==> src/rtl/core/tdf_pkg.sv <==
package tdf_pkg;

    localparam int FRAC_BITS = 16;
    localparam logic [30:0] MAX31 = 31'h7FFF_FFFF;

    // register indexes on the configuration port
    localparam logic [1:0] REG_SPEED  = 2'd0;
    localparam logic [1:0] REG_FILTER = 2'd1;
    localparam logic [1:0] REG_PERIOD = 2'd2;

    typedef enum logic [4:0] {
        S_IDLE,
        S_M_HDT,
        S_C_H,
        S_M_RH,
        S_M_HW,
        S_M_DD,
        S_M_HD,
        S_M_RL,
        S_M_RU,
        S_C_RAD,
        S_SQRT,
        S_DIV1,
        S_SAT,
        S_DIV2,
        S_M_RS,
        S_M_DTW,
        S_M_DTF,
        S_C_TR,
        S_PUSH
    } t_state;

    // start strobes from the sequencer to the iterative units
    typedef struct packed {
        logic sqrt_start;
        logic div_start;
    } t_iter_ctl;

    // step or width saturation: cap at 2^31-1, lift zero to one lsb
    function automatic logic [30:0] sat_step(input logic [63:0] v);
        logic [30:0] res;
        if (v > {33'd0, MAX31}) begin
            res = MAX31;
        end else if (v == 64'd0) begin
            res = 31'd1;
        end else begin
            res = v[30:0];
        end
        return res;
    endfunction

    function automatic logic signed [31:0] clamp32(input logic signed [39:0] v);
        logic signed [31:0] res;
        if (v > 40'sh00_7FFF_FFFF) begin
            res = 32'sh7FFF_FFFF;
        end else if (v < -40'sh00_8000_0000) begin
            res = -32'sh8000_0000;
        end else begin
            res = v[31:0];
        end
        return res;
    endfunction

endpackage

==> src/rtl/core/tdf_mul.sv <==
module tdf_mul import tdf_pkg::*; (
    input  logic               i_clk,
    input  logic signed [32:0] i_a,
    input  logic signed [32:0] i_b,
    output logic signed [65:0] o_p
);

    logic signed [65:0] r_p;

    always_ff @(posedge i_clk) begin
        r_p <= i_a * i_b;
    end

    assign o_p = r_p;

endmodule

==> config.mk <==
export PLATFORM = sky130hd
export DESIGN_NAME = tdf_mul
export DESIGN_NICKNAME = d
export VERILOG_FILES = /design/src/rtl/core/tdf_pkg.sv /design/src/rtl/core/tdf_mul.sv
export SDC_FILE = /design/constraint.sdc
export NUM_CORES = 2
export LEC_CHECK = 0
export ABC_AREA = 0
export BUFFER_PORTS_ARGS = -buffer_cell sky130_fd_sc_hd__buf_2
export CORE_ASPECT_RATIO = 1.1
export CORE_MARGIN = 2
export CORE_UTILIZATION = 61
export CTS_BUF_LIST = sky130_fd_sc_hd__clkbuf_8
export DETAILED_ROUTE_END_ITERATION = 12
export GPL_TIMING_DRIVEN = 1
export PLACE_DENSITY = 0.78
export SYNTH_ARGS = -nofsm -noshare
export SYNTH_HDL_FRONTEND = slang
export SYNTH_SLANG_ARGS = --single-unit
==> constraint.sdc <==
create_clock -name i_clk -period 18.2 [get_ports i_clk]
set_clock_uncertainty 0.1 [all_clocks]
set_input_delay 0.91 -clock i_clk [delete_from_list [all_inputs] [get_ports i_clk]]
set_output_delay 0.91 -clock i_clk [all_outputs]
set_load 0.01 [all_outputs]
-- After elaboration in Yosys (flattened, before gate mapping)
Cells that the tools add are included.
- register bits: 66
- input bits: 67
- output and inout bits: 66
- logic and storage cells: 2
- $mul: 1
- operators with widths (operator ; number):
    $mul A33 B33 Y66 ; 1

-- Longest topological paths before layout
- depth after elaboration: 1
- depth in mapped cells: 27
- gate-level depth less buffers: 26

-- Worst setup path before layout
No wires, ideal clock.
- path kind: input-to-reg
- start: input port i_a[32]
- end: register r_p[62] (netlist: o_p[62])
- setup time: 0.079 ns
- arrival: 8.067 ns
- required time: 18.021 ns
- slack: 9.954 ns
- stages: 23
- path buffers: 2
- cell sequence: clkbuf_1 nand2_1 inv_1 fa_1 fa_1 fa_1 fa_1 fa_1 fa_1 fa_1 inv_1 fa_1 inv_1 ha_1 clkbuf_1 and3_1 nand3_1 nand2b_1 a2111oi_4 a211oi_4 a21o_2 a21o_1 a211oi_2
- longest elaborated chain between the ends: 1
- RTL lines (what ; line ; text):
    start: declaration ; tdf_mul.sv:3 ; input logic signed [32:0] i_a,
    $mul A33 B33 Y66 ; tdf_mul.sv:11 ; r_p <= i_a * i_b;
    end signal: assignment ; tdf_mul.sv:11 ;
    end: declaration ; tdf_mul.sv:8 ; logic signed [65:0] r_p;
Every way passes these cells.

-- Final worst setup path
- start: input port i_a[32]
- end: register r_p[58] (netlist: o_p[58])
The elaborated chain is that of the path after synthesis.

==> results_dict.tcl <==
set metrics [dict create \
    final-setup-viol-count 0 \
    antenna_left 0 \
    fp.dieH_um 275 \
    die_w_um 250 \
    cts_resized 0 \
    yosysTopAreaCellShare_pct 56.3 \
    crit_type "input port to flop" \
    critPathLaunchType "input port" \
    ys_ff_latch 66 \
    tightest_slew_ns 1.12 \
    largest_register_ff_count 66 \
    crit_top_cell "fa_1" \
    synth_most_common_cell "fa_1" \
    dp_hpwl_mm 86.4 \
    post-route-util_pct 63.4 \
    vias 29076 \
    max_slew_margin_pct 25.6 \
    place_inst 5122 \
    synth_nets 5767 \
    io_buffers 132 \
    synthCells 4338 \
    min_period_ns 8.89 \
    synth_top_area_cell "fa_1" \
    firstDrtPassIters 5 \
    dp_slack_ns 8.92 \
    crit_path_top_delay_cell "fa_1" \
    slew_violations 0 \
    gp_congestion 0.944 \
    drive_above_1_share_pct 4.67 \
    clockBufferDepth 2 \
    cp-end-kind "flop" \
    status "finished, final reports clean" \
    worst_slack_ns 9.31 \
    grt_antenna_before_repair 4 \
    htreeDepth 3 \
    grt_pass1_wl_mm 170 \
    nNetsFinal 5704 \
    synth_area_leaders "fa_1 56%, inv_1 10%, and2_1 8.6%" \
    cpPeakStageDelay_ns 1.33 \
    critPathArrivalTime_ns 9.09 \
    fillCellCount 5406 \
    cts_root_buf "clkbuf_8" \
    grt_usage_pct 32.5 \
    post-route-period-util_pct 48.9 \
    path_cells "buf_2 > nand2_1 > inv_1 > fa_1 > fa_1 > fa_1 > fa_1 > fa_1 > fa_1 > fa_1 > inv_1 > fa_1 > inv_1 > ha_1 > and3_1 > nand3_1 > nand2b_1 > a2111oi_4 > a211oi_4 > a21oi_2 > nor4b_2 > a311oi_1" \
    routedWlPerCell_um 20.5 \
    cap_viol_max_count 0 \
    ys.flop_type "dfxtp_1" \
    post_cts_buffers 0 \
    path_clk_slew_ns 0.10 \
    crit_fanout 33 \
    grt_overflow_total 0 \
    drt_wl_total_mm 105 \
    grt_pass1_vias 32307 \
    drc 0 \
    hold_violations 0 \
    synth_edf_count 0 \
    routed_via_density 5.66 \
    core-area_um2 66100 \
    cts_tree "yes" \
    ioPinCount 133 \
    cts.sinks 66 \
    globalRouteMet3Util_pct 3.70 \
    fin_cells 5141 \
    setup_tns_ns 0 \
    crit_family "adder cells" \
    grt_max_degree 34 \
    grtUsageMet1_pct 36.6 \
    synth.yosys.seq_area_share_pct 3.24 \
    synth.avg_cell_area_um2 9.39 \
    num_rows 99 \
    synth-async-reset-ratio_pct 0 \
    grt_util_met2_pct 57.2 \
    rsz0062_at_grt "no" \
    path_buf_inv 4 \
    hold_buffers 0 \
    synth_top_cells_by_count "1145 x fa_1, 1131 x inv_1, 562 x and2_1" \
    numCtsBuffers 9 \
    busiest_layer "met2" \
    clock.fmax_ghz 0.112 \
    dieArea_um2 68900 \
    yosys_warnings 0 \
    hp-class "input port to flop" \
    initial_utilization_pct 61.6 \
    drt_iter0_markers 1864 \
    worstPathRequired_ns 18.40 \
    synth_cell_types 80 \
    synthesis.area_um2 40700 \
    syn2layout_area_growth_pct 3.02 \
]
-- placed cells by master (no fill, tap or decap), types with 36 or more instances in the layout --
| master | count |
|---|---|
| buf_2 | 132 |
| a21o_1 | 36 |
| xnor2_1 | 43 |
| ha_1 | 217 |
| fa_1 | 1145 |
| and2_1 | 562 |
| a21oi_1 | 57 |
| dfxtp_1 | 66 |
| inv_1 | 1131 |
| nor2_1 | 68 |
| nand2_1 | 551 |
-- per-layer routing --
layer  up-vias  part of all wire (%)  routed length [um]
met3       444                   6.0                6290
met2      1299                    51               54200
met4         0                   9.1                9610
met1     15134                    33               35200
met5         -                     0                   0
li1      12199                     -                   -
-- per-stage QoR --
step | hold WS [ns] | instance area (um^2)
2_1_floorplan | 0.937 | 40700
3_3_place_gp | 1.20 | 41700
3_5_place_dp | 1.20 | 41700
4_1_cts | 0.924 | 42000
5_1_grt | 0.966 | 42000
6_report | 0.961 | 42000
-- kinds of logic (layout without fill, tap and decap cells) --
group	count (synthesis)	in the layout	share of synthesized area [%]
compound gates	219	219	4.07
flops	66	66	3.24
buf+inv	1352	1294	12.5
other cells	0	3	0
xor+xnor	68	68	1.46
simple gates	1271	1271	15.8
fa+ha+maj	1362	1362	62.9
-- cell type report --
cell class                 count  area (um^2)  share of cell area [%]
antenna                        3         7.51                  0.0179
multi-input combinational   2920        34300                    81.8
timing repair buffer         147          773                    1.84
sequential                    66         1320                    3.15
clock buffer                   9          124                   0.295
inverter                    1131         4250                    10.1
clock inverter                 7          103                   0.244
tap                          858         1070                    2.56
-- worst paths after layout --
kind,startpoint,to,slack (ns),depth (start not counted)
worst max-delay path,i_a[32],o_p[58],9.31,22
worst min-delay path,i_b[0],o_p[0],0.96,2
Power is not shown: default switching activity piles up to over one toggle a cycle in this logic, so the estimate is an artifact.
