[src/rtl/core/tdf_pkg.sv]
package tdf_pkg;

    localparam int FRAC_BITS = 16;
    localparam logic [30:0] MAX31 = 31'h7FFF_FFFF;

    // register indexes on the configuration port
    localparam logic [1:0] REG_SPEED  = 2'd0;
    localparam logic [1:0] REG_FILTER = 2'd1;
    localparam logic [1:0] REG_PERIOD = 2'd2;

    typedef enum logic [4:0] {
        S_IDLE,
        S_M_HDT,
        S_C_H,
        S_M_RH,
        S_M_HW,
        S_M_DD,
        S_M_HD,
        S_M_RL,
        S_M_RU,
        S_C_RAD,
        S_SQRT,
        S_DIV1,
        S_SAT,
        S_DIV2,
        S_M_RS,
        S_M_DTW,
        S_M_DTF,
        S_C_TR,
        S_PUSH
    } t_state;

    // start strobes from the sequencer to the iterative units
    typedef struct packed {
        logic sqrt_start;
        logic div_start;
    } t_iter_ctl;

    // step or width saturation: cap at 2^31-1, lift zero to one lsb
    function automatic logic [30:0] sat_step(input logic [63:0] v);
        logic [30:0] res;
        if (v > {33'd0, MAX31}) begin
            res = MAX31;
        end else if (v == 64'd0) begin
            res = 31'd1;
        end else begin
            res = v[30:0];
        end
        return res;
    endfunction

    function automatic logic signed [31:0] clamp32(input logic signed [39:0] v);
        logic signed [31:0] res;
        if (v > 40'sh00_7FFF_FFFF) begin
            res = 32'sh7FFF_FFFF;
        end else if (v < -40'sh00_8000_0000) begin
            res = -32'sh8000_0000;
        end else begin
            res = v[31:0];
        end
        return res;
    endfunction

endpackage

[src/rtl/core/tdf_div.sv]
module tdf_div import tdf_pkg::*; (
    input  logic        i_clk,
    input  logic        i_rst_n,
    input  logic        i_start,
    input  logic [63:0] i_num,
    input  logic [30:0] i_den,
    output logic [31:0] o_quo,
    output logic        o_done
);

    // restoring division, one quotient bit a cycle; caller keeps num < den * 2^32
    logic [30:0] r_rem;
    logic [31:0] r_low;
    logic [30:0] r_den;
    logic [4:0]  r_cnt;
    logic        r_busy;
    logic        r_done;

    logic [31:0] n_trial;
    logic [31:0] n_diff;
    logic        n_ge;

    always_comb begin
        n_trial = {r_rem, r_low[31]};
        n_diff  = n_trial - {1'b0, r_den};
        n_ge    = (n_trial >= {1'b0, r_den});
    end

    always_ff @(posedge i_clk) begin
        if (!i_rst_n) begin
            r_busy <= 1'b0;
            r_done <= 1'b0;
            r_cnt  <= '0;
        end else begin
            r_done <= 1'b0;
            if (i_start) begin
                r_busy <= 1'b1;
                r_cnt  <= '0;
            end else if (r_busy) begin
                r_cnt <= r_cnt + 5'd1;
                if (r_cnt == 5'd31) begin
                    r_busy <= 1'b0;
                    r_done <= 1'b1;
                end
            end
        end
    end

    always_ff @(posedge i_clk) begin
        if (i_start) begin
            r_rem <= i_num[62:32];
            r_low <= i_num[31:0];
            r_den <= i_den;
        end else if (r_busy) begin
            r_rem <= n_ge ? n_diff[30:0] : n_trial[30:0];
            r_low <= {r_low[30:0], n_ge};
        end
    end

    assign o_quo  = r_low;
    assign o_done = r_done;

endmodule

[config.mk]
export PLATFORM = sky130hd
export DESIGN_NAME = tdf_div
export DESIGN_NICKNAME = d
export VERILOG_FILES = /design/src/rtl/core/tdf_pkg.sv /design/src/rtl/core/tdf_div.sv
export SDC_FILE = /design/constraint.sdc
export NUM_CORES = 1
export LEC_CHECK = 0
export BUFFER_PORTS_ARGS = -buffer_cell sky130_fd_sc_hd__buf_4
export CORE_AREA = 5 5 117 119
export DETAILED_ROUTE_END_ITERATION = 6
export DIE_AREA = 0 0 122 124
export GPL_TIMING_DRIVEN = 1
export PLACE_DENSITY = 0.76
export SKIP_LAST_GASP = 1
export SLEW_MARGIN = 10
export SYNTH_ARGS = -nofsm -noshare
export SYNTH_HDL_FRONTEND = slang
export SYNTH_SLANG_ARGS = --single-unit
[constraint.sdc]
create_clock -name i_clk -period 2.7 [get_ports i_clk]
set_clock_uncertainty 0.05 [all_clocks]
set_input_delay 0.54 -clock i_clk [delete_from_list [all_inputs] [get_ports i_clk]]
set_output_delay 0.54 -clock i_clk [all_outputs]
set_load 0.01 [all_outputs]
After elaboration in Yosys (flattened, before gate mapping)
Cells that the tools add are included.

word-level totals
  register bits = 101
  bits of input ports = 98
  output and inout port bits = 33
  logic and storage cells = 24

operators by class
  $add $sub $neg = 2
  $lt $le $gt $ge = 1
  equality and inequality tests = 1
  mux-type cells = 9
  bitwise logic cells = 2
  reduce and logical (&&, ||, !) cells = 3

operators by type and width
  operator                                                       number
  31-bit two-way mux                                             3
  32-bit two-way mux                                             2
  32-bit by 31-bit >= comparator with 1-bit output               1
  31-bit subtractor                                              1
  5-bit by 1-bit adder with 5-bit output, second input constant  1
  5-bit == test, second input constant                           1
  1-bit two-way mux                                              4
  3-bit OR reduction                                             1
  1-bit NOT                                                      2
  2-bit nonzero test                                             1
  2-bit OR reduction                                             1

Logic depth before layout (Yosys ltp)
  word-level depth = 4
  depth in mapped cells = 13
  mapped depth without buffers = 12

Worst setup path after synthesis
OpenSTA, ideal clock, no wires.

  kind = register to register
  from = register r_low[31] (netlist: o_quo[31])
  to = register r_rem[18] (data pin)
  data arrival time = 2.717 ns
  data required time = 2.390 ns
  setup slack = -0.327 ns
  cell stages (with the launch flop) = 13
  period minus slack after synthesis = 3.027 ns
  path through = edfxtp_1 -> inv_1 -> ha_1 -> fa_1 -> and2b_1 -> o2111ai_1 -> and3_4 -> o31a_4 -> o21ba_2 -> o21a_1 -> xor2_1 -> o21ai_0 -> mux2_2

between the ends
  cells in the longest elaborated chain, start to end = 4
  elaborated cells on any way between the ends = 5

ends and longest elaborated chain
  element                                                                                       line                          RTL
  start, declared                                                                               tdf_div.sv:13                 logic [31:0] r_low;
  start signal, assigned                                                                        tdf_div.sv:52                 r_low <= i_num[31:0];
  start signal, assigned                                                                        tdf_div.sv:56                 r_low <= {r_low[30:0], n_ge};
  31-bit subtractor / 32-bit by 31-bit >= comparator with 1-bit output (equally long branches)  tdf_div.sv:25, tdf_div.sv:26
  31-bit two-way mux *                                                                          tdf_div.sv:55                 r_rem <= n_ge ? n_diff[30:0] : n_trial[30:0];
  31-bit two-way mux *                                                                          tdf_div.sv:54                 end else if (r_busy) begin
  31-bit two-way mux *                                                                          tdf_div.sv:50                 if (i_start) begin
  end signal, assigned                                                                          tdf_div.sv:51                 r_rem <= i_num[62:32];
  end signal, assigned                                                                          tdf_div.sv:55
  end, declared                                                                                 tdf_div.sv:12                 logic [30:0] r_rem;

Mark *: on every way between the ends. The rest lies on a longest branch, timed or not. The select of a mux whose other input is x is not followed.
A chain may end at the register's enable or synchronous reset.

Worst setup path in the final report
  from = register r_den[0]
  to = register r_rem[12] (data pin)

between the ends
  cells in the longest elaborated chain, start to end = 4
  elaborated cells on any way between the ends = 5

ends and longest elaborated chain
  element                                                                                       line                          RTL
  start, declared                                                                               tdf_div.sv:14                 logic [30:0] r_den;
  start signal, assigned                                                                        tdf_div.sv:53                 r_den <= i_den;
  31-bit subtractor / 32-bit by 31-bit >= comparator with 1-bit output (equally long branches)  tdf_div.sv:25, tdf_div.sv:26
  31-bit two-way mux *                                                                          tdf_div.sv:55
  31-bit two-way mux *                                                                          tdf_div.sv:54
  31-bit two-way mux *                                                                          tdf_div.sv:50

Marks and branches as above.

==> flow_summary_export.csv <==
group,metric,value,unit
final_layout,nNetsFinal,891,
timing,rsz0062_at_grt,"yes",
critical_path,crit_chain,"ha_2 -> fa_2 -> and2b_1 -> o2111ai_2 -> and3_4 -> o31a_4 -> o21bai_4 -> o21ai_4 -> buf_12 -> nand2_1 -> o21ai_0 -> mux2_2",
timing,max-slew-margin-rel,65.6,%
grt,gr-usage-all-layers,21.5,%
floorplanning,num_io_pins,131,
grt,first_pass_grt_wire_length,25400,um
yosys,syn_area_per_cell,11.1,sq um
place,place.detailed.hpwl,11600,um
grt,overflow,0,
grt,maximum_number_of_pins_on_one_net_before_global_route_repair,44,
power,sw_pwr,3.26,mW
clock_tree,cts-root-to-sink-buffers,2,
place,dpl-instance-area,0.00781,sq mm
worst_hold_path,worstHoldPathType,"input port to register",
critical_path,required_worst_endpoint,2.75,ns
floorplanning,coreArea,0.0125,sq mm
run,drv_cap,0,
critical_path,critical_path.startpoint_type,"register",
clock_tree,cts_num_sinks,101,
yosys,synth-main-ff-cell,"sky130_fd_sc_hd__edfxtp_1",
critical_path,critPathArrivalTime,3.10,ns
power,switching_share,37.3,%
routing,avgViaCountPerCell,5.34,
routing,drt.antenna.violating_nets,0,
place,place.gp.congestion,0.967,
clock_tree,htreeDepth,3,
yosys,synth.distinct_cells,65,
clock_tree,ctsRootBufferMaster,"sky130_fd_sc_hd__clkbuf_16",
yosys,synthDominantCellAreaShare,46.0,%
place,numPortBuffers,129,
yosys,syn-num-nets,687,
yosys,synth_edf_count,94,
yosys,synth_seq_cells,101,
final_layout,layout.core_utilization,66.9,%
routing,drt_pre_antenna_iters,5,
power,p_comb_share,58.1,%
power,fin_total_pwr,8.76,mW
critical_path,cp_slowest_stage_delay,0.40,ns
final_layout,final_design_area_no_fill,0.00834,sq mm
routing,detail_route.drc_violations,0,
timing,post-route-worst-setup-slack,-0.348,ns
yosys,xor_xnor_cell_area_share_of_the_yosys_netlist,4.00,%
clock_tree,hold_buffer_count_at_cts,0,
routing,initialDrtViolationCount,268,
final_layout,final-seq-area,0.00296,sq mm
clock_tree,worstSkewPairLatency,0.36,ns
yosys,synth_adder_area_share,7.06,%
final_layout,fillerInstances,956,
floorplanning,dieArea,0.0151,sq mm
timing,setup_violations,32,
grt,antenna_found_initial,0,
timing,transition_time_of_the_tightest_slew_check_pin,0.516,ns
timing,final.period_utilization,113,%
power,seqPwrFrac,26.8,%
place,dpl_worst_slack,-0.380,ns
power,p_clk_share,15.1,%
yosys,post_synth_mux_area_share,10.0,%
power,vdd_drop_max,0.000651,V
yosys,synth_simple_gate_area_share,10.4,%
critical_path,critPathMaxFanout,11,
yosys,synth.top_cells.by_area,"sky130_fd_sc_hd__edfxtp_1, sky130_fd_sc_hd__mux2_2, sky130_fd_sc_hd__ha_1",
critical_path,timing_worst_setup_path_type,"register to register",
timing,fin_worst_hold_slack,0.304,ns
yosys,synth_top_family_by_area,"compound AO/OA/AOI/OAI gates",
final_layout,drive_above_1_share,42.7,%
power,power_leakage,3.66,nW
floorplanning,die_width,122,um
routing,route.detailed.wl_per_inst,16.9,um
timing,report.final.slew_viol_count,0,
yosys,area_fraction_in_compound_gates_after_synthesis,15.5,%
yosys,synth.cells.most_frequent,"sky130_fd_sc_hd__edfxtp_1, sky130_fd_sc_hd__mux2_2, sky130_fd_sc_hd__inv_1, sky130_fd_sc_hd__nand2_1, sky130_fd_sc_hd__a21oi_1",
run_status,run_status,"complete, but fails checks",
clock_tree,tritoncts,"yes",
grt,via_count_of_the_first_global_routing_pass,5266,
power,cell_internal_pwr,5.49,mW
routing,detailroute.via_count,4999,
routing,drt_wl_total,15800,um
place,placed_cells,906,
yosys,netlist_instances,555,
yosys,synth.most_common_cell,"sky130_fd_sc_hd__edfxtp_1",
floorplanning,rows,41,
yosys,synth_top_area_cell,"sky130_fd_sc_hd__edfxtp_1",
clock_tree,num_cts_buffers,9,
critical_path,cp-end-kind,"register",
timing,timing.final.crit_period,3.05,ns
final_layout,layout.cells.non_filler,936,
clock_tree,path_clk_slew,0.07,ns
run_status,violations_in_the_final_reports,"setup timing",
final_layout,multi_input_area,0.00298,sq mm
floorplanning,floorplan.die.height,124,um
floorplanning,initial_utilization,49.2,%
final_layout,insertedDiodeCount,0,
final_layout,area.growth.synth_to_final,36.0,%
yosys,synth.cell_area,0.00613,sq mm
timing,timing.fmax,328,MHz
timing,finalHoldViolCount,0,
timing,fin_tns_setup,-9.41,ns
critical_path,r2r_setup_slack,-0.35,ns
critical_path,timing.critical_path.slowest_stage_cell,"sky130_fd_sc_hd__edfxtp_1",
yosys,synth_sequential_area_ratio,48.3,%
yosys,yosys_warnings,0,
yosys,synth_async_sr_flop_share,0,%
power,power.density_cell_area,1050,mW/mm^2
-- worst paths after layout --
path	startpoint	to	depth (start not counted)
hold / removal	i_den[27]	r_den[27]$_DFFE_PP_	1
setup reg to reg	r_den[0]$_DFFE_PP_	r_rem[12]$_DFFE_PP_	12
setup / recovery	r_den[0]$_DFFE_PP_	r_rem[12]$_DFFE_PP_	12
hold reg to reg	r_cnt[4]$_SDFFE_PP0P_	r_cnt[4]$_SDFFE_PP0P_	2
-- cell families after synthesis --
logic type / Yosys count
buffers and inverters: 70
and+or+nand+nor: 130
AOI/OAI and AO/OA: 137
muxes: 55
adders and majority gates: 34
DFF: 101
xor gates and xnor gates: 28
-- power by group through the flow --
| stage | clock network (mW) | logic (mW) | registers, mW |
|---|---|---|---|
| 2_1_floorplan | 0 | 2.90 | 2.34 |
| 3_3_place_gp | 0 | 4.31 | 2.35 |
| 3_5_place_dp | 0 | 4.44 | 2.37 |
| 4_1_cts | 1.35 | 4.82 | 2.34 |
| 5_1_grt | 1.42 | 5.55 | 2.38 |
| 6_report | 1.32 | 5.09 | 2.35 |
-- per-layer routing --
metal	track usage, %	part of all wire [%]	vias to the layer above
met4	6.58	1.8	0
met2	37.5	51	159
met1	24.0	39	2380
met3	9.04	8.4	23
met5	0	0	-
li1	-	-	2437
-- layout make-up --
class                           instances  area share (%)
Sequential cell                       101            35.5
Clock inverter                          6           0.840
Inverter                               47            2.11
Clock buffer                           10            2.74
Timing Repair Buffer                  216            20.5
Multi-Input combinational cell        384            35.8
Tap cell                              172            2.58
-- repair_timing --
item / 4_1_cts / 5_1_grt
gates resized for setup: 15 / 19
setup endpoints to repair: 32 / 32
pin swaps: 7 / 4
setup buffers: 5 / 7
gates cloned: 2 / 0
-- layout by cell type, fill, tap and decap left out, types with 9 or more instances in the layout --
cell type / count
sky130_fd_sc_hd__mux2_2: 48
sky130_fd_sc_hd__ha_1: 30
sky130_fd_sc_hd__nor2_1: 27
sky130_fd_sc_hd__inv_1: 47
sky130_fd_sc_hd__o21ai_0: 29
sky130_fd_sc_hd__edfxtp_1: 94
sky130_fd_sc_hd__xor2_1: 13
sky130_fd_sc_hd__a21oi_1: 35
sky130_fd_sc_hd__a21o_1: 13
sky130_fd_sc_hd__clkbuf_16: 9
sky130_fd_sc_hd__nand2_1: 41
sky130_fd_sc_hd__buf_4: 209
sky130_fd_sc_hd__xnor2_1: 15
-- registers in the layout, summed over array words and instances, names as in the netlist --
register,cells
o_quo,32
r_den,31
r_rem,31
r_cnt,5
o_done,1
r_busy,1
-- critical path: cells and delay by family, from the launching register on --
family	cells	cell delay [ns]
buffers and inverters	1	0.16
AND/OR/NAND/NOR	3	0.50
adder cells (fa/ha/maj)	2	0.53
flip-flops	1	0.40
AO/OA/AOI/OAI	5	0.87
multiplexers	1	0.27
Note: power is estimated with default switching activity, not from simulation.
