==> src/rtl/core/tdf_pkg.sv <==
package tdf_pkg;

    localparam int FRAC_BITS = 16;
    localparam logic [30:0] MAX31 = 31'h7FFF_FFFF;

    // register indexes on the configuration port
    localparam logic [1:0] REG_SPEED  = 2'd0;
    localparam logic [1:0] REG_FILTER = 2'd1;
    localparam logic [1:0] REG_PERIOD = 2'd2;

    typedef enum logic [4:0] {
        S_IDLE,
        S_M_HDT,
        S_C_H,
        S_M_RH,
        S_M_HW,
        S_M_DD,
        S_M_HD,
        S_M_RL,
        S_M_RU,
        S_C_RAD,
        S_SQRT,
        S_DIV1,
        S_SAT,
        S_DIV2,
        S_M_RS,
        S_M_DTW,
        S_M_DTF,
        S_C_TR,
        S_PUSH
    } t_state;

    // start strobes from the sequencer to the iterative units
    typedef struct packed {
        logic sqrt_start;
        logic div_start;
    } t_iter_ctl;

    // step or width saturation: cap at 2^31-1, lift zero to one lsb
    function automatic logic [30:0] sat_step(input logic [63:0] v);
        logic [30:0] res;
        if (v > {33'd0, MAX31}) begin
            res = MAX31;
        end else if (v == 64'd0) begin
            res = 31'd1;
        end else begin
            res = v[30:0];
        end
        return res;
    endfunction

    function automatic logic signed [31:0] clamp32(input logic signed [39:0] v);
        logic signed [31:0] res;
        if (v > 40'sh00_7FFF_FFFF) begin
            res = 32'sh7FFF_FFFF;
        end else if (v < -40'sh00_8000_0000) begin
            res = -32'sh8000_0000;
        end else begin
            res = v[31:0];
        end
        return res;
    endfunction

endpackage

==> src/rtl/core/tdf_sqrt.sv <==
module tdf_sqrt import tdf_pkg::*; (
    input  logic        i_clk,
    input  logic        i_rst_n,
    input  logic        i_start,
    input  logic [63:0] i_rad,
    output logic [31:0] o_root,
    output logic        o_done
);

    // digit-by-digit floor square root, one result bit a cycle
    logic [63:0] r_n;
    logic [63:0] r_res;
    logic [63:0] r_bit;
    logic [4:0]  r_cnt;
    logic        r_busy;
    logic        r_done;

    logic [63:0] n_sum;
    logic        n_ge;

    always_comb begin
        n_sum = r_res + r_bit;
        n_ge  = (r_n >= n_sum);
    end

    always_ff @(posedge i_clk) begin
        if (!i_rst_n) begin
            r_busy <= 1'b0;
            r_done <= 1'b0;
            r_cnt  <= '0;
        end else begin
            r_done <= 1'b0;
            if (i_start) begin
                r_busy <= 1'b1;
                r_cnt  <= '0;
            end else if (r_busy) begin
                r_cnt <= r_cnt + 5'd1;
                if (r_cnt == 5'd31) begin
                    r_busy <= 1'b0;
                    r_done <= 1'b1;
                end
            end
        end
    end

    always_ff @(posedge i_clk) begin
        if (i_start) begin
            r_n   <= i_rad;
            r_res <= '0;
            r_bit <= 64'h4000_0000_0000_0000;
        end else if (r_busy) begin
            if (n_ge) begin
                r_n   <= r_n - n_sum;
                r_res <= (r_res >> 1) + r_bit;
            end else begin
                r_res <= r_res >> 1;
            end
            r_bit <= r_bit >> 2;
        end
    end

    assign o_root = r_res[31:0];
    assign o_done = r_done;

endmodule

==> config.mk <==
export PLATFORM = sky130hd
export DESIGN_NAME = tdf_sqrt
export DESIGN_NICKNAME = d
export VERILOG_FILES = /design/src/rtl/core/tdf_pkg.sv /design/src/rtl/core/tdf_sqrt.sv
export SDC_FILE = /design/constraint.sdc
export NUM_CORES = 1
export LEC_CHECK = 0
export BUFFER_PORTS_ARGS = -buffer_cell sky130_fd_sc_hd__buf_4
export CORE_ASPECT_RATIO = 0.9
export CORE_MARGIN = 3
export CORE_UTILIZATION = 60
export CTS_BUF_LIST = sky130_fd_sc_hd__clkbuf_8 sky130_fd_sc_hd__clkbuf_16
export DETAILED_ROUTE_END_ITERATION = 7
export PLACE_DENSITY = 0.85
export SLEW_MARGIN = 20
export SYNTH_ARGS = -nofsm -noshare
export SYNTH_HDL_FRONTEND = slang
export SYNTH_SLANG_ARGS = --single-unit
==> constraint.sdc <==
create_clock -name i_clk -period 12.3 [get_ports i_clk]
set_input_delay 2.46 -clock i_clk [delete_from_list [all_inputs] [get_ports i_clk]]
set_output_delay 2.46 -clock i_clk [all_outputs]
set_load 0.03 [all_outputs]
== After elaboration in Yosys (flattened, before gate mapping) ==
Cells that the tools add are included.
W data, S select, Z words.

* Bits in registers: 167
* Input bits: 67
* Output and inout bits: 33
* Word-level logic and storage cells: 27

* Add/subtract/negate cells: 4
* Magnitude comparators: 1
* Eq/ne operators: 1
* Multiplexer cells: 8
* Bitwise operators: 2
* Reduce and logical (&&, ||, !) cells: 5

{| class="wikitable"
|+ Operators with widths
! cell !! count
|-
| $mux W64 || 4
|-
| $add A63 B63 Y64 || 1
|-
| $add A64 B63 Y64 || 1
|-
| $ge A64 B64 Y1 || 1
|-
| $sub A64 B64 Y64 || 1
|-
| $add A5 B1 Y5 const B || 1
|-
| $eq A5 B5 Y1 const B || 1
|-
| $mux W1 || 4
|-
| $reduce_bool A2 Y1 || 2
|-
| $reduce_or A3 Y1 || 1
|-
| $not A1 Y1 || 2
|-
| $reduce_and A2 Y1 || 1
|-
| $reduce_or A2 Y1 || 1
|}

== Logic depth before layout (Yosys ltp) ==
* Word-level depth: 5
* Depth in mapped cells: 26
* Mapped depth without buffers: 23

== Least setup slack after synthesis ==
OpenSTA, ideal clock, no wires.

* Path type: flip-flop to flip-flop
* Start: reg r_res[2]
* End: reg r_n[0], enable pin
* Setup time: 575 ps
* Arrival: 9221 ps
* Data required time: 11725 ps
* Slack: 2505 ps
* Cell stages (with the launch flop): 23
* Path buffers: 3
* Period minus slack after synthesis: 9795 ps
* Path through: dfxtp_1 ha_1 a31o_2 o211ai_1 o41ai_1 a21oi_1 o21ai_2 a31oi_1 o41ai_2 a21o_1 xnor2_1 ha_1 clkbuf_1 a21oi_1 o21ai_0 a21oi_1 nor2_1 or4b_4 a31oi_2 buf_6 nor2_4 buf_1 o21ai_0

* Cells in the longest elaborated chain, start to end: 4

{| class="wikitable"
|+ Ends and longest elaborated chain
! what !! line !! source
|-
| start: declaration || tdf_sqrt.sv:12 || <nowiki>logic [63:0] r_res;</nowiki>
|-
| start signal: assignment || tdf_sqrt.sv:54 || <nowiki>r_res <= (r_res >> 1) + r_bit;</nowiki>
|-
| start signal: assignment || tdf_sqrt.sv:56 || <nowiki>r_res <= r_res >> 1;</nowiki>
|-
| $add A64 B63 Y64 || tdf_sqrt.sv:22 || <nowiki>n_sum = r_res + r_bit;</nowiki>
|-
| $ge A64 B64 Y1 || tdf_sqrt.sv:23 || <nowiki>n_ge = (r_n >= n_sum);</nowiki>
|-
| $reduce_bool A2 Y1 (no source line) || - ||
|-
| $reduce_and A2 Y1 (no source line) || - ||
|-
| end signal: assignment || tdf_sqrt.sv:48 || <nowiki>r_n <= i_rad;</nowiki>
|-
| end signal: assignment || tdf_sqrt.sv:53 || <nowiki>r_n <= r_n - n_sum;</nowiki>
|-
| end: declaration || tdf_sqrt.sv:11 || <nowiki>logic [63:0] r_n;</nowiki>
|}

No other way between the ends.
A chain may end at the register's enable or synchronous reset.

== Worst setup path in the final report ==
* Start: reg r_res[2]
* End: reg r_n[14], enable pin

The elaborated chain is that of the path after synthesis.

==> impl_results.html <==
<table>
<tr><th>Metric</th><th>Value</th></tr>
<tr><th colspan="2">Outcome</th></tr>
<tr><td>Run status</td><td>finished, final reports clean</td></tr>
<tr><th colspan="2">Logic synthesis</th></tr>
<tr><td>Net count of the mapped netlist</td><td>2246</td></tr>
<tr><td>Top flip-flop cell by instance count after synthesis</td><td>sky130_fd_sc_hd__dfxtp_1</td></tr>
<tr><td>Count of synthesis-stage warnings from yosys</td><td>0</td></tr>
<tr><td>Yosys top cell by area</td><td>sky130_fd_sc_hd__dfxtp_1</td></tr>
<tr><td>Number of register bits inferred by synthesis</td><td>167</td></tr>
<tr><td>Ranking of synthesized cells by area</td><td>sky130_fd_sc_hd__dfxtp_1 13%, sky130_fd_sc_hd__edfxtp_1 12%, sky130_fd_sc_hd__ha_1 10%</td></tr>
<tr><td>Post-synth EDFFs</td><td>64</td></tr>
<tr><td>Fraction of registers with async set/reset</td><td>0%</td></tr>
<tr><td>Gate count after technology mapping</td><td>2046</td></tr>
<tr><td>Fraction of synthesized cell area taken by the top area cell type</td><td>12.9%</td></tr>
<tr><td>Part of the Yosys area used for sequential elements</td><td>24.9%</td></tr>
<tr><td>Post-Synthesis Cell Area</td><td>16000 um2</td></tr>
<tr><td>Post-synthesis cell type count</td><td>89</td></tr>
<tr><td>Average cell area after synthesis</td><td>7.81 um2</td></tr>
<tr><th colspan="2">Detailed routing</th></tr>
<tr><td>Detailed-route via count</td><td>15865</td></tr>
<tr><td>Post-detailed-route wirelength per cell</td><td>19.6 um</td></tr>
<tr><td>Number of design rule violations left after detail routing</td><td>0</td></tr>
<tr><td>Routed wire length</td><td>46700 um</td></tr>
<tr><td>Remaining number of nets flagged by the antenna check after routing</td><td>0</td></tr>
<tr><td>Number of design-rule violations left by the first detailed-router iteration</td><td>1860</td></tr>
<tr><td>Vias per inst</td><td>6.65</td></tr>
<tr><td>Length of the first detailed-routing pass in iterations</td><td>6</td></tr>
<tr><th colspan="2">Placed design</th></tr>
<tr><td>Number of placed instances, taps included</td><td>2354</td></tr>
<tr><td>Port buffer count</td><td>99</td></tr>
<tr><td>RD Place Congestion</td><td>0.995</td></tr>
<tr><td>Detailed placer's ending HPWL</td><td>34800 um</td></tr>
<tr><th colspan="2">Timing</th></tr>
<tr><td>Final-report setup violation count</td><td>0</td></tr>
<tr><td>Share of the cycle needed by the critical path after routing</td><td>60.2%</td></tr>
<tr><td>Headroom to the max-slew limit</td><td>29.0%</td></tr>
<tr><td>Number of endpoints with negative hold slack in the final report</td><td>0</td></tr>
<tr><td>Final count of pins violating max slew</td><td>0</td></tr>
<tr><td>RSZ-0062 raised after global routing</td><td>no</td></tr>
<tr><td>Smallest hold slack</td><td>0.515 ns</td></tr>
<tr><td>Final critical delay including setup and external delays</td><td>7.40 ns</td></tr>
<tr><td>Transition time at the pin with the least slew margin</td><td>1.06 ns</td></tr>
<tr><td>Maximum frequency from static timing analysis</td><td>135 MHz</td></tr>
<tr><td>TNS Setup</td><td>0 ns</td></tr>
<tr><td>Final Skew</td><td>0.0180 ns</td></tr>
<tr><th colspan="2">Power</th></tr>
<tr><td>Peak supply drop</td><td>129 uV</td></tr>
<tr><td>Power density relative to cell area</td><td>211 nW/um2</td></tr>
<tr><td>Leakage</td><td>6.61 nW</td></tr>
<tr><th colspan="2">Clock tree</th></tr>
<tr><td>Buffer type at the clock tree root</td><td>sky130_fd_sc_hd__clkbuf_16</td></tr>
<tr><td>TritonCTS clock tree</td><td>built</td></tr>
<tr><td>Level count of the clock H-tree</td><td>4</td></tr>
<tr><td>Num CTS Buffers</td><td>17</td></tr>
<tr><td>Clock transition at the registers of the reported paths</td><td>0.07 ns</td></tr>
<tr><td># hold bufs at CTS</td><td>0</td></tr>
<tr><td>Number of buffers between clock root and the deepest sink</td><td>2</td></tr>
<tr><td>Clock Latency Late Sink</td><td>0.45 ns</td></tr>
<tr><td>Count of instances resized after the clock tree is built</td><td>0</td></tr>
<tr><td>Post-CTS setup buffer count</td><td>0</td></tr>
<tr><td>Total number of clock tree sinks</td><td>167</td></tr>
<tr><th colspan="2">Global routing</th></tr>
<tr><td>Initial antenna violation count</td><td>2</td></tr>
<tr><td>Total routing usage reported by global routing</td><td>31.9%</td></tr>
<tr><td>Number of global-route vias before repair</td><td>14415</td></tr>
<tr><td>Global-route wire length before repair</td><td>74800 um</td></tr>
<tr><td>Pin count of the biggest net entering global routing</td><td>93</td></tr>
<tr><td>Global-route congestion overflow total</td><td>0</td></tr>
<tr><th colspan="2">Floorplanning</th></tr>
<tr><td>Effective utilization at floorplan</td><td>61.1%</td></tr>
<tr><td>Vert. Die Dim</td><td>161 um</td></tr>
<tr><td>Row count</td><td>56</td></tr>
<tr><td>Core area</td><td>26100 um2</td></tr>
<tr><td>I/O pins</td><td>100</td></tr>
<tr><td>Total Die Area</td><td>28600 um2</td></tr>
<tr><td>X dimension of the die</td><td>178 um</td></tr>
<tr><th colspan="2">Critical path</th></tr>
<tr><td>Worst reg-to-reg setup slack</td><td>4.90 ns</td></tr>
<tr><td>Type of origin of the critical path</td><td>register</td></tr>
<tr><td>Largest fanout on the critical path</td><td>64</td></tr>
<tr><td>CP Capture Type</td><td>register</td></tr>
<tr><td>Required time at the worst-slack endpoint</td><td>12.37 ns</td></tr>
<tr><td>Crit Path Class</td><td>register to register</td></tr>
<tr><td>Crit path arrival time</td><td>7.47 ns</td></tr>
<tr><th colspan="2">Hold path</th></tr>
<tr><td>Path type of the worst min-delay path</td><td>register to register</td></tr>
<tr><th colspan="2">Cells and area</th></tr>
<tr><td># nets final</td><td>2225</td></tr>
<tr><td>Most common library cell in the layout ignoring fill and taps</td><td>sky130_fd_sc_hd__nand2_1</td></tr>
<tr><td>Filler instances</td><td>2217</td></tr>
<tr><td>Final Core Density</td><td>65.4%</td></tr>
<tr><td>Layout cells sized above 1</td><td>10.1%</td></tr>
<tr><td>Post-synthesis to final-layout area growth</td><td>7.10%</td></tr>
<tr><td>Filler-free cell count of the finished design</td><td>2387</td></tr>
<tr><td>Leading cell types in the layout, fill and taps excluded</td><td>241 x sky130_fd_sc_hd__nand2_1, 200 x sky130_fd_sc_hd__nor2_1, 178 x sky130_fd_sc_hd__o21ai_0, 142 x sky130_fd_sc_hd__a21oi_1, 132 x sky130_fd_sc_hd__ha_1</td></tr>
<tr><th colspan="2">Flow run</th></tr>
<tr><td>Max-cap violations</td><td>0</td></tr>
</table>
==> routing by layer <==
layer  vias to the layer above  global-route usage [%]  wire, um
met4                         2                    7.07       711
met3                        74                    6.83      5760
met2                       972                    47.2     19800
met5                         -                       0        11
met1                      7338                    47.5     20400
li1                       7479                       -         -
==> flip-flops by register name, summed over array words and instances (netlist names) <==
name,flops
r_n,64
o_done,1
r_busy,1
r_res,64
r_bit,32
r_cnt,5
==> synthesized netlist by cell type, types with 30 or more instances <==
cell type	number
sky130_fd_sc_hd__o21bai_1	40
sky130_fd_sc_hd__inv_1	30
sky130_fd_sc_hd__a21o_1	44
sky130_fd_sc_hd__xor2_1	95
sky130_fd_sc_hd__mux2i_1	46
sky130_fd_sc_hd__edfxtp_1	64
sky130_fd_sc_hd__nand4_1	46
sky130_fd_sc_hd__dfxtp_1	103
sky130_fd_sc_hd__a211oi_1	37
sky130_fd_sc_hd__buf_4	34
sky130_fd_sc_hd__nand2_1	241
sky130_fd_sc_hd__nor3_1	33
sky130_fd_sc_hd__ha_1	132
sky130_fd_sc_hd__xnor2_1	71
sky130_fd_sc_hd__a31oi_1	62
sky130_fd_sc_hd__nand3_1	30
sky130_fd_sc_hd__clkbuf_1	94
sky130_fd_sc_hd__a21oi_1	142
sky130_fd_sc_hd__nor2_1	200
sky130_fd_sc_hd__o21ai_0	180
==> cell families after synthesis <==
family | synth area share, %
adder cells (fa/ha/maj) | 10.5
flip-flops | 24.9
AND/OR/NAND/NOR | 19.2
AO/OA/AOI/OAI | 27.5
multiplexers | 3.45
XOR/XNOR | 9.10
buffers and inverters | 5.39
==> critical path: stages, from the launching register on <==
cell and delay (ns):
sky130_fd_sc_hd__dfxtp_1 0.37, sky130_fd_sc_hd__ha_1 0.35, sky130_fd_sc_hd__a31o_2 0.21, sky130_fd_sc_hd__o211ai_1 0.22, sky130_fd_sc_hd__o41ai_1 0.75, sky130_fd_sc_hd__a21oi_1 0.20, sky130_fd_sc_hd__o21ai_2 0.30, sky130_fd_sc_hd__a31oi_1 0.21
sky130_fd_sc_hd__o41ai_2 0.52, sky130_fd_sc_hd__a21o_1 0.25, sky130_fd_sc_hd__xnor2_1 0.10, sky130_fd_sc_hd__ha_1 0.44, sky130_fd_sc_hd__a21oi_1 0.10, sky130_fd_sc_hd__o21ai_0 0.24, sky130_fd_sc_hd__a21oi_1 0.08, sky130_fd_sc_hd__nor2_1 0.17
sky130_fd_sc_hd__or4b_4 0.52, sky130_fd_sc_hd__a31oi_2 0.19, sky130_fd_sc_hd__buf_4 0.42, sky130_fd_sc_hd__nor2_4 0.14, sky130_fd_sc_hd__buf_4 0.27, sky130_fd_sc_hd__o21ai_4 0.14, sky130_fd_sc_hd__buf_4 0.64
==> area by class of cell <==
cell class / instances / area, um2 / share of cell area, %
clock inverters: 15 / 181 / 1.06
flip-flops and latches: 167 / 3990 / 23.3
diodes: 1 / 2.50 / 0.0146
well taps: 348 / 435 / 2.55
repair buffers: 108 / 815 / 4.76
multi-input cells: 1700 / 11100 / 65.1
clock buffers: 17 / 425 / 2.49
inverters: 31 / 116 / 0.680
==> per-stage QoR <==
stage / area [um2] / setup slack (ns) / power [mW]
after global placement: 16500 / 5.25 / 2.93
after CTS: 17100 / 5.04 / 3.54
after global routing: 17100 / 4.47 / 3.85
final: 17100 / 4.90 / 3.61
after floorplan: 16000 / 2.50 / 2.50
after detailed placement: 16500 / 5.06 / 2.97
==> worst paths after layout <==
path | startpoint | to | cells past startpoint
max | r_res[2]$_SDFFE_PP0P_ | r_n[14]$_DFFE_PP_ | 22
min | r_cnt[3]$_SDFFE_PP0P_ | r_cnt[3]$_SDFFE_PP0P_ | 2
max reg2reg | r_res[2]$_SDFFE_PP0P_ | r_n[14]$_DFFE_PP_ | 22
min reg2reg | r_cnt[3]$_SDFFE_PP0P_ | r_cnt[3]$_SDFFE_PP0P_ | 2
==> power by group <==
group | switching [mW] | total, mW | internal [mW]
logic | 1.34 | 2.14 | 0.803
clock network | 0.276 | 0.568 | 0.292
registers | 0.137 | 0.899 | 0.762
total | 1.75 | 3.61 | 1.86
No activity file was read; power rests on OpenSTA's default activity.
